==> src/acpu_pkg.sv <==
// Package for the accumulator CPU execute unit: request/result structs,
// controller states, datapath command struct and opcode helpers. No dependencies.
`timescale 1ns / 1ps
`default_nettype none
package acpu_pkg;

	localparam int ADDR_BITS_DEF = 16;

	localparam logic [1:0] FUNC_EXEC  = 2'd0;
	localparam logic [1:0] FUNC_WRITE = 2'd1;
	localparam logic [1:0] FUNC_READ  = 2'd2;

	localparam logic [7:0] OP_NOP  = 8'h18;
	localparam logic [7:0] OP_HALT = 8'h19;

	// math function codes
	localparam logic [2:0] F_AND = 3'd0;
	localparam logic [2:0] F_OR  = 3'd1;
	localparam logic [2:0] F_XOR = 3'd2;
	localparam logic [2:0] F_ADD = 3'd3;
	localparam logic [2:0] F_SUB = 3'd4;
	localparam logic [2:0] F_INC = 3'd5;
	localparam logic [2:0] F_DEC = 3'd6;
	localparam logic [2:0] F_NOT = 3'd7;

	// destination / source / method codes
	localparam logic [1:0] LOC_PTR   = 2'd0;
	localparam logic [1:0] LOC_ACC   = 2'd1;
	localparam logic [1:0] LOC_MAR   = 2'd2;
	localparam logic [1:0] LOC_OPND  = 2'd3;
	localparam logic [1:0] METH_ADDR  = 2'd0;
	localparam logic [1:0] METH_CONST = 2'd1;
	localparam logic [1:0] METH_PTR   = 2'd2;
	localparam logic [1:0] METH_NONE  = 2'd3;

	// branch condition codes
	localparam logic [2:0] BR_ALWAYS   = 3'd0;
	localparam logic [2:0] BR_ZERO     = 3'd1;
	localparam logic [2:0] BR_NZERO    = 3'd2;
	localparam logic [2:0] BR_NEG      = 3'd3;
	localparam logic [2:0] BR_NEG_ZERO = 3'd4;
	localparam logic [2:0] BR_POS      = 3'd5;
	localparam logic [2:0] BR_NNEG     = 3'd6;
	localparam logic [2:0] BR_NEVER    = 3'd7;

	typedef struct packed {
		logic [1:0]  func;
		logic [7:0]  opcode;
		logic [15:0] instr_addr;
		logic [15:0] fallthrough_pc;
		logic [15:0] mem_addr;
		logic [7:0]  mem_data;
	} req_t;

	typedef struct packed {
		logic [15:0] next_pc;
		logic [7:0]  acc_value;
		logic [15:0] mar_value;
		logic [7:0]  read_byte;
		logic        halted;
		logic        bad_opcode;
	} res_t;

	typedef enum logic [3:0] {
		ST_IDLE, ST_OPA_HI, ST_OPA_LO, ST_D, ST_S_HI, ST_S_LO,
		ST_EXEC, ST_WR_HI, ST_WR_LO, ST_DONE
	} state_t;

	// address selects for the memory port
	typedef enum logic [2:0] {
		AS_IA1, AS_IA2, AS_MAR, AS_MAR1, AS_OPA, AS_OPA1, AS_CST, AS_CST1
	} asel_t;

	// fetched-byte targets
	typedef enum logic [2:0] {
		LD_NONE, LD_OPA_HI, LD_OPA_LO, LD_D, LD_S_HI, LD_S_LO
	} ldsel_t;

	typedef struct packed {
		logic   latch_req;
		logic   mem_rd;
		logic   mem_wr;
		asel_t  asel;
		logic   wr_hi;   // write high byte of write value, else low
		ldsel_t ld;      // byte arriving this cycle (from read issued last cycle)
		logic   exec;    // compute result, update registers
		logic   take_br; // load the branch target into next_pc
		logic   done;
	} cmd_t;

	typedef struct packed {
		logic [7:0] opcode;
		logic       acc_zero;
		logic       acc_neg;
	} sts_t;

	function automatic logic is_math(input logic [7:0] op);
		return op[7];
	endfunction
	function automatic logic is_mem(input logic [7:0] op);
		return op[7:4] == 4'h0;
	endfunction
	function automatic logic is_br(input logic [7:0] op);
		return op[7:3] == 5'b00010;
	endfunction

endpackage
`default_nettype wire

==> src/acpu_ctrl.sv <==
// Controller state machine: sequences memory reads, execute and writes.
// Depends on acpu_pkg.
`timescale 1ns / 1ps
`default_nettype none
module acpu_ctrl (
	input  wire logic          clk,
	input  wire logic          arst_n,
	input  wire logic          start,
	input  wire acpu_pkg::req_t req,
	input  wire acpu_pkg::sts_t sts,
	output logic               busy,
	output acpu_pkg::cmd_t     cmd
);
	acpu_pkg::state_t state_q, state_d;
	logic [7:0] op;
	logic [1:0] dsel, ssel, meth;
	logic       wide, load, use_mar, take;

	assign op      = sts.opcode;
	assign dsel    = op[3:2];
	assign ssel    = op[1:0];
	assign meth    = op[1:0];
	assign wide    = dsel == acpu_pkg::LOC_MAR;
	assign load    = op[3];
	assign use_mar = op[2];

	always_comb begin
		case (op[2:0])
			acpu_pkg::BR_ALWAYS:   take = 1'b1;
			acpu_pkg::BR_ZERO:     take = sts.acc_zero;
			acpu_pkg::BR_NZERO:    take = !sts.acc_zero;
			acpu_pkg::BR_NEG:      take = sts.acc_neg;
			acpu_pkg::BR_NEG_ZERO: take = sts.acc_neg || sts.acc_zero;
			acpu_pkg::BR_POS:      take = !sts.acc_neg && !sts.acc_zero;
			acpu_pkg::BR_NNEG:     take = !sts.acc_neg;
			default: take = 1'b0;
		endcase
	end

	always_ff @(posedge clk or negedge arst_n) begin
		if (!arst_n) begin
			state_q <= acpu_pkg::ST_IDLE;
		end else begin
			state_q <= state_d;
		end
	end

	// Reads are issued in one state; the byte is latched by the next one.
	always_comb begin
		state_d = state_q;
		cmd = '0;
		cmd.asel = acpu_pkg::AS_IA1;
		cmd.ld = acpu_pkg::LD_NONE;
		busy = state_q != acpu_pkg::ST_IDLE;
		case (state_q)
			acpu_pkg::ST_IDLE: begin
				if (start) begin
					cmd.latch_req = 1'b1;
					case (req.func)
						acpu_pkg::FUNC_EXEC: begin
							// operand address high byte, always read
							cmd.mem_rd = 1'b1;
							cmd.asel = acpu_pkg::AS_IA1;
							state_d = acpu_pkg::ST_OPA_HI;
						end
						acpu_pkg::FUNC_READ: begin
							cmd.mem_rd = 1'b1;
							state_d = acpu_pkg::ST_DONE;
						end
						default: state_d = acpu_pkg::ST_DONE;
					endcase
				end
			end
			acpu_pkg::ST_OPA_HI: begin
				cmd.ld = acpu_pkg::LD_OPA_HI;
				cmd.mem_rd = 1'b1;
				cmd.asel = acpu_pkg::AS_IA2;
				state_d = acpu_pkg::ST_OPA_LO;
			end
			acpu_pkg::ST_OPA_LO: begin
				cmd.ld = acpu_pkg::LD_OPA_LO;
				// issue first data read: dest byte, or load byte
				state_d = acpu_pkg::ST_EXEC;
				if (acpu_pkg::is_math(op)) begin
					if (dsel == acpu_pkg::LOC_PTR || dsel == acpu_pkg::LOC_OPND) begin
						cmd.mem_rd = 1'b1;
						cmd.asel = (dsel == acpu_pkg::LOC_PTR) ? acpu_pkg::AS_MAR
							: acpu_pkg::AS_OPA;
						state_d = acpu_pkg::ST_D;
					end else begin
						state_d = acpu_pkg::ST_D;
					end
				end else if (acpu_pkg::is_mem(op) && load) begin
					if (meth == acpu_pkg::METH_ADDR || meth == acpu_pkg::METH_PTR
						|| (meth == acpu_pkg::METH_CONST && !use_mar)) begin
						cmd.mem_rd = 1'b1;
						cmd.asel = (meth == acpu_pkg::METH_ADDR) ? acpu_pkg::AS_OPA
							: (meth == acpu_pkg::METH_PTR) ? acpu_pkg::AS_MAR
							: acpu_pkg::AS_IA1;
						state_d = use_mar ? acpu_pkg::ST_S_HI : acpu_pkg::ST_S_LO;
					end
				end
			end
			acpu_pkg::ST_D: begin
				// dest byte (if read) arrives; issue source reads
				cmd.ld = (dsel == acpu_pkg::LOC_PTR || dsel == acpu_pkg::LOC_OPND)
					? acpu_pkg::LD_D : acpu_pkg::LD_NONE;
				state_d = acpu_pkg::ST_EXEC;
				if (ssel == acpu_pkg::LOC_PTR) begin
					cmd.mem_rd = 1'b1;
					cmd.asel = acpu_pkg::AS_MAR;
					state_d = acpu_pkg::ST_S_LO;
				end else if (ssel == acpu_pkg::LOC_MAR || ssel == acpu_pkg::LOC_OPND) begin
					cmd.mem_rd = 1'b1;
					cmd.asel = (ssel == acpu_pkg::LOC_OPND) ? acpu_pkg::AS_OPA
						: acpu_pkg::AS_CST;
					state_d = wide ? acpu_pkg::ST_S_HI : acpu_pkg::ST_S_LO;
				end
			end
			acpu_pkg::ST_S_HI: begin
				cmd.ld = acpu_pkg::LD_S_HI;
				cmd.mem_rd = 1'b1;
				if (acpu_pkg::is_math(op)) begin
					cmd.asel = (ssel == acpu_pkg::LOC_OPND) ? acpu_pkg::AS_OPA1
						: acpu_pkg::AS_CST1;
				end else begin
					cmd.asel = (meth == acpu_pkg::METH_ADDR) ? acpu_pkg::AS_OPA1
						: acpu_pkg::AS_MAR1;
				end
				state_d = acpu_pkg::ST_S_LO;
			end
			acpu_pkg::ST_S_LO: begin
				cmd.ld = acpu_pkg::LD_S_LO;
				state_d = acpu_pkg::ST_EXEC;
			end
			acpu_pkg::ST_EXEC: begin
				cmd.exec = 1'b1;
				cmd.take_br = acpu_pkg::is_br(op) && take;
				state_d = acpu_pkg::ST_DONE;
				if (acpu_pkg::is_math(op)) begin
					if (dsel == acpu_pkg::LOC_PTR || dsel == acpu_pkg::LOC_OPND) begin
						state_d = acpu_pkg::ST_WR_LO;
					end
				end else if (acpu_pkg::is_mem(op) && !load
					&& (meth == acpu_pkg::METH_ADDR || meth == acpu_pkg::METH_PTR)) begin
					state_d = use_mar ? acpu_pkg::ST_WR_HI : acpu_pkg::ST_WR_LO;
				end
			end
			acpu_pkg::ST_WR_HI: begin
				cmd.mem_wr = 1'b1;
				cmd.wr_hi = 1'b1;
				cmd.asel = (meth == acpu_pkg::METH_ADDR) ? acpu_pkg::AS_OPA
					: acpu_pkg::AS_MAR;
				state_d = acpu_pkg::ST_WR_LO;
			end
			acpu_pkg::ST_WR_LO: begin
				cmd.mem_wr = 1'b1;
				if (acpu_pkg::is_math(op)) begin
					cmd.asel = (dsel == acpu_pkg::LOC_PTR) ? acpu_pkg::AS_MAR
						: acpu_pkg::AS_OPA;
				end else if (use_mar) begin
					cmd.asel = (meth == acpu_pkg::METH_ADDR) ? acpu_pkg::AS_OPA1
						: acpu_pkg::AS_MAR1;
				end else begin
					cmd.asel = (meth == acpu_pkg::METH_ADDR) ? acpu_pkg::AS_OPA
						: acpu_pkg::AS_MAR;
				end
				state_d = acpu_pkg::ST_DONE;
			end
			acpu_pkg::ST_DONE: begin
				cmd.done = 1'b1;
				state_d = acpu_pkg::ST_IDLE;
			end
			default: state_d = acpu_pkg::ST_IDLE;
		endcase
	end

	ast_wr_busy: assert property (@(posedge clk) disable iff (!arst_n)
		cmd.mem_wr |-> busy)
		else $error("write outside request");
	ast_done_next_idle: assert property (@(posedge clk) disable iff (!arst_n)
		cmd.done |=> state_q == acpu_pkg::ST_IDLE)
		else $error("done not followed by idle");
	ast_start_leaves_idle: assert property (@(posedge clk) disable iff (!arst_n)
		(start && !busy) |=> busy)
		else $error("accepted request did not go busy");
endmodule
`default_nettype wire

==> config.mk <==
export PLATFORM = sky130hd
export DESIGN_NAME = acpu_ctrl
export DESIGN_NICKNAME = d
export VERILOG_FILES = /design/src/acpu_pkg.sv /design/src/acpu_ctrl.sv
export SDC_FILE = /design/constraint.sdc
export NUM_CORES = 1
export LEC_CHECK = 0
export BUFFER_PORTS_ARGS = -buffer_cell sky130_fd_sc_hd__buf_2
export CAP_MARGIN = 20
export CORE_ASPECT_RATIO = 1.2
export CORE_UTILIZATION = 34
export DETAILED_ROUTE_END_ITERATION = 10
export GPL_ROUTABILITY_DRIVEN = 1
export HOLD_SLACK_MARGIN = 0.06
export PLACE_DENSITY_LB_ADDON = 0.05
export SETUP_SLACK_MARGIN = 0.05
export SYNTH_ARGS = -nofsm -noshare
export SYNTH_HDL_FRONTEND = slang
export SYNTH_SLANG_ARGS = --single-unit
==> constraint.sdc <==
create_clock -name clk -period 2 [get_ports clk]
set_clock_uncertainty 0.15 [all_clocks]
set_input_delay 0 -clock clk [delete_from_list [all_inputs] [get_ports clk]]
set_output_delay 0 -clock clk [all_outputs]
set_load 0.01 [all_outputs]
Word-level counts from Yosys, hierarchy flattened
Index checks and enable logic that the tools add are counted.
{"block": "totals", "elab_cells": 97, "ramBits": 0, "mem_bits_ro": 0, "regBits": 4, "inputBits": 79, "memories": 0, "latch_bits": 0}
{"block": "classes", "shift": 0, "n_reduce_logical": 25, "n_bitwise": 0, "mul": 0, "n_mux": 48, "magnitude_cmp": 0, "addsub": 0, "div_mod_pow": 0, "eq_ne": 23}
{"operator": "3-bit 2-to-1 mux", "count": 14}
{"operator": "4-bit one-hot mux with 9 select lines", "count": 1}
{"operator": "2-bit 2-to-1 mux", "count": 10}
{"operator": "4-bit 2-to-1 mux", "count": 5}
{"operator": "3-bit one-hot mux with 6 select lines", "count": 1}
{"operator": "4-bit by 3-bit equality test with 1-bit output, second input constant", "count": 4}
{"operator": "3-bit one-hot mux with 5 select lines", "count": 1}
{"operator": "1-bit 2-to-1 mux", "count": 14}
{"operator": "2-bit equality test, second input constant", "count": 5}
{"operator": "3-bit equality test, second input constant", "count": 3}
{"operator": "4-bit by 2-bit equality test with 1-bit output, second input constant", "count": 2}
{"operator": "4-bit equality test, second input constant", "count": 2}
{"operator": "4-bit logical NOT", "count": 2}
{"operator": "1-bit one-hot mux with 7 select lines", "count": 1}
{"operator": "3-bit by 2-bit equality test with 1-bit output, second input constant", "count": 2}
{"operator": "1-bit logical AND", "count": 6}
{"operator": "2-bit logical NOT", "count": 3}
{"operator": "2-bit OR reduction", "count": 3}
{"operator": "5-bit by 2-bit equality test with 1-bit output, second input constant", "count": 1}
{"operator": "1-bit logical OR", "count": 5}
{"operator": "4-bit by 1-bit equality test with 1-bit output, second input constant", "count": 1}
{"operator": "1-bit logical NOT", "count": 4}
{"operator": "1-bit one-hot mux with 4 select lines", "count": 1}
{"operator": "4-bit nonzero test", "count": 1}
{"operator": "4 further kinds", "count": 4}

Logic depth before layout (Yosys ltp)
{"block": "depth", "depth_word": 7, "depth_mapped": 6, "mapped_depth_nobuf": 6}

Worst setup path after synthesis
No wires, ideal clock.
{"block": "synth_path", "path_type": "reg2out", "start": "reg state_q[1]", "end": "out cmd[9] in the netlist's numbering", "path_stages_with_launch": 5, "arrival_time_ns": 1.403, "n_path_buf": 0, "required_ns": 1.850, "setup_slack_ns": 0.447, "path_cell_list": "dfrtp_1 or2_2 nor3_1 a311oi_1 o41ai_1"}
{"element": "start, declared", "line_no": "acpu_ctrl.sv:14", "source": "acpu_pkg::state_t state_q, state_d;"}
{"element": "start signal, assigned", "line_no": "acpu_ctrl.sv:42", "source": "state_q <= acpu_pkg::ST_IDLE;"}
{"element": "start signal, assigned", "line_no": "acpu_ctrl.sv:44", "source": "state_q <= state_d;"}
{"element": "end, declared", "line_no": "acpu_ctrl.sv:12", "source": "output acpu_pkg::cmd_t cmd"}

==> impl_metrics.py <==
metrics = {
    "detailed_routing": {
        "drc": 0,
        "detail_route.first_pass.iterations": 4,
        "detail_route.iter0.violations": 16,
        "route.top_layer_used": "met3",
        "detailroute.via_count": 993,
        "dr_wl_met3_um": 70,
        "detail_route.vias_per_cell": 5.46,
        "detail_route.wirelength_um": 2440,
        "met1_length_um": 1140,
        "antenna_violating_nets_post_route": 0,
        "wl_met2_um": 1230,
        "wire_per_inst_um": 13.4,
    },
    "floorplan": {
        "design.core.area_sq_mm": 0.00228,
        "io_pins": 93,
        "initial_utilization": 0.355,
        "overall_die_height_um": 55.5,
        "floorplan.die_area_sq_mm": 0.00258,
        "die_width_um": 46.5,
        "placement_rows": 19,
    },
    "logic_synthesis": {
        "dominantRegCellSynth": "sky130_fd_sc_hd__dfrtp_1",
        "synthMuxAreaShare": 0.0510,
        "average_cell_area_after_synthesis_sq_um": 7.10,
        "synth_sequential_area_ratio": 0.124,
        "syn-num-nets": 197,
        "ys_seq_elements": 4,
        "synthCells": 114,
        "post_synth_instance_area_sq_um": 810,
        "synthSimpleGateAreaFrac": 0.437,
        "synth-adder-area-share": 0.0618,
        "synth_top_family_by_area": "simple AND/OR/NAND/NOR gates",
        "post_synth_xor_area_fraction": 0.0108,
        "ys.warnings.count": 0,
        "post_synth_edffs": 0,
        "synth_compound_area_frac": 0.258,
        "synthArstFlopShare": 1.00,
        "count_of_distinct_cell_types_in_the_synthesized_netlist": 44,
    },
    "cells_and_area": {
        "area_growth_from_synthesis_to_layout_pct": 36.9,
        "instances_no_fill": 182,
        "reg.largest.list": "state_q x4",
        "final_layout_size_suffix_gt1_frac": 0.325,
        "max_flop_register": "state_q",
        "layout.nets": 236,
        "finalInstanceArea_sq_mm": 0.00111,
        "max_reg_flops": 4,
        "n_antenna_cell": 0,
    },
    "placed_design": {
        "dpl_worst_slack_ns": 0.298,
        "place_inst": 172,
        "detailed_place.area_sq_mm": 0.00101,
        "port-buffer-count": 28,
        "gp_congestion": 0.798,
        "dp_hpwl_um": 1850,
    },
    "sta": {
        "maxClockFrequency_ghz": 0.549,
        "maxSlewHeadroom": 0.705,
        "unrepaired_setup_endpoints_after_global_routing": "false",
        "finalCritPeriodShare": 0.910,
        "period_minus_slack_ns": 1.82,
        "final_number_of_max_transition_violations": 0,
        "final-setup-viol-count": 0,
        "setup_tns_ns": 0,
        "worst_pin_slew_ns": 0.439,
        "fin_ws_ns": 0.179,
        "finalHoldViolCount": 0,
    },
    "clock_network": {
        "clock_sinks": 4,
        "cts_tree": "yes",
        "buffers_from_clock_root_to_sink_at_most": 2,
        "cts_inserted_buffers": 3,
        "insertion_delay_ns": 0.23,
        "h-tree-depth": 1,
        "cts.root.buffer_cell": "sky130_fd_sc_hd__clkbuf_4",
        "clk_pin_slew_ns": 0.03,
    },
    "global_routing": {
        "grt.overflow.total": 0,
        "first_global_vias": 870,
        "grt_start_max_net_pins": 15,
        "number_of_antenna_violations_at_the_first_check_in_global_routing": 0,
        "grt_pass1_wl_um": 3840,
        "grtUsageTotal": 0.196,
    },
    "setup_path": {
        "criticalPathCategory": "flip-flop to primary output",
        "worstRegToRegCells": 5,
        "r2r_start": "state_q[0]",
        "crit_path_start": "state_q[0]",
        "critPathCaptureType": "primary output",
        "worstSetupStartpointType": "flip-flop",
        "critical_path_required_ns": 1.85,
        "critPathMaxFanout": 4,
        "timing.critical_path.arrival_ns": 1.67,
    },
    "min_path": {
        "min_from": "sts[9]",
        "hold_path.class": "input port to flip-flop",
        "hold_path_depth": 4,
    },
    "power_and_ir_drop": {
        "power.leakage_nw": 0.491,
        "powerDensity_mw_per_mm2": 1160,
        "vdd_drop_max_uv": 722,
    },
    "run_status": {
        "status": "finished, final reports clean",
    },
    "run": {
        "maxCapViolCount": 0,
    },
}
layout by cell type, fill, tap and decap left out, types with 2 or more instances in the layout:
cell type / netlist / layout
sky130_fd_sc_hd__nand2_1: 8 / 8
sky130_fd_sc_hd__mux2i_1: 3 / 3
sky130_fd_sc_hd__ha_1: 4 / 4
sky130_fd_sc_hd__nand2b_1: 10 / 9
sky130_fd_sc_hd__buf_4: 0 / 9
sky130_fd_sc_hd__nand4b_1: 3 / 3
sky130_fd_sc_hd__and3_1: 2 / 2
sky130_fd_sc_hd__nand3b_1: 2 / 2
sky130_fd_sc_hd__or2_2: 2 / 2
sky130_fd_sc_hd__buf_2: 4 / 28
sky130_fd_sc_hd__inv_1: 3 / 3
sky130_fd_sc_hd__clkbuf_4: 0 / 3
sky130_fd_sc_hd__nor3_1: 3 / 2
sky130_fd_sc_hd__o31a_1: 3 / 3
sky130_fd_sc_hd__nor2_1: 15 / 15
sky130_fd_sc_hd__o21ai_0: 6 / 6
sky130_fd_sc_hd__or3_1: 2 / 2
sky130_fd_sc_hd__a21oi_1: 9 / 9
sky130_fd_sc_hd__dfrtp_1: 4 / 2
sky130_fd_sc_hd__dlygate4sd3_1: 0 / 5
sky130_fd_sc_hd__nor3b_1: 2 / 2
sky130_fd_sc_hd__dfrtp_2: 0 / 2
final cells by class:
cell class              instances  area (sq um)
inverters                       3          11.3
multi-input cells              99           676
fillers                       257          1170
flip-flops and latches          4           103
repair buffers                 42           258
clock buffers                   3          22.5
well taps                      31          38.8
per-stage QoR:
step                 util  hold slack, ns  power [mW]
global placement    0.441          -0.346        1.13
global route        0.486           0.150        1.40
CTS                 0.473          0.0927        1.24
detailed placement  0.441          -0.345        1.13
finish              0.486          0.0970        1.28
floorplan               -          -0.446       0.792
critical path: stages, from the launching register on:
cell and delay, ns:
sky130_fd_sc_hd__dfrtp_2 0.40, sky130_fd_sc_hd__or2_2 0.33, sky130_fd_sc_hd__nor3_2 0.16, sky130_fd_sc_hd__a311oi_1 0.07, sky130_fd_sc_hd__o41ai_1 0.30, sky130_fd_sc_hd__buf_2 0.18
cell usage after synthesis, types with 3 or more instances:
master                     instances  area share
sky130_fd_sc_hd__buf_2             4       0.025
sky130_fd_sc_hd__inv_1             3       0.014
sky130_fd_sc_hd__nand2b_1         10       0.077
sky130_fd_sc_hd__mux2i_1           3       0.037
sky130_fd_sc_hd__o21ai_0           6       0.037
sky130_fd_sc_hd__nand4b_1          3       0.032
sky130_fd_sc_hd__o31a_1            3       0.032
sky130_fd_sc_hd__clkbuf_1          4       0.019
sky130_fd_sc_hd__a21oi_1           9       0.056
sky130_fd_sc_hd__dfrtp_1           4        0.12
sky130_fd_sc_hd__nand2_1           8       0.037
sky130_fd_sc_hd__nor2_1           15       0.070
sky130_fd_sc_hd__ha_1              4       0.062
sky130_fd_sc_hd__nor3_1            3       0.019
cells by family (layout without fill, tap and decap cells):
| logic type | after synthesis | after routing |
|---|---|---|
| compound gates | 31 | 31 |
| flops | 4 | 4 |
| fa+ha+maj | 4 | 4 |
| xor+xnor | 1 | 1 |
| simple gates | 59 | 59 |
| buf+inv | 11 | 48 |
| mux | 4 | 4 |
worst paths after layout:
check | endpoint | slack [ns]
worst min register to register | state_q[2] | 0.55
max in group asynchronous | state_q[2] | 1.01
worst max-delay path | cmd[9] | 0.18
worst min-delay path | state_q[2] | 0.1
worst max register to register | state_q[1] | 0.37
min in group asynchronous | state_q[3] | 0.50
where the power goes:
part	internal, mW	switching, mW
clock network	0.0668	0.0282
registers	0.124	0.0569
logic	0.474	0.534
routing by layer:
metal / up-vias / track usage
li1: 503 / -
met1: 464 / 0.281
met2: 26 / 0.313
met3: 0 / 0.00327
met4: 0 / 0.0546
met5: - / 0
repair_timing:
item / in CTS / in global routing
buffers inserted: 0 / 2
endpoints found under the hold margin: 5 / 0
setup endpoints to repair: 0 / 2
hold buffers: 5 / 0
resized for setup: 0 / 5
(Power assumes the default switching activity.)
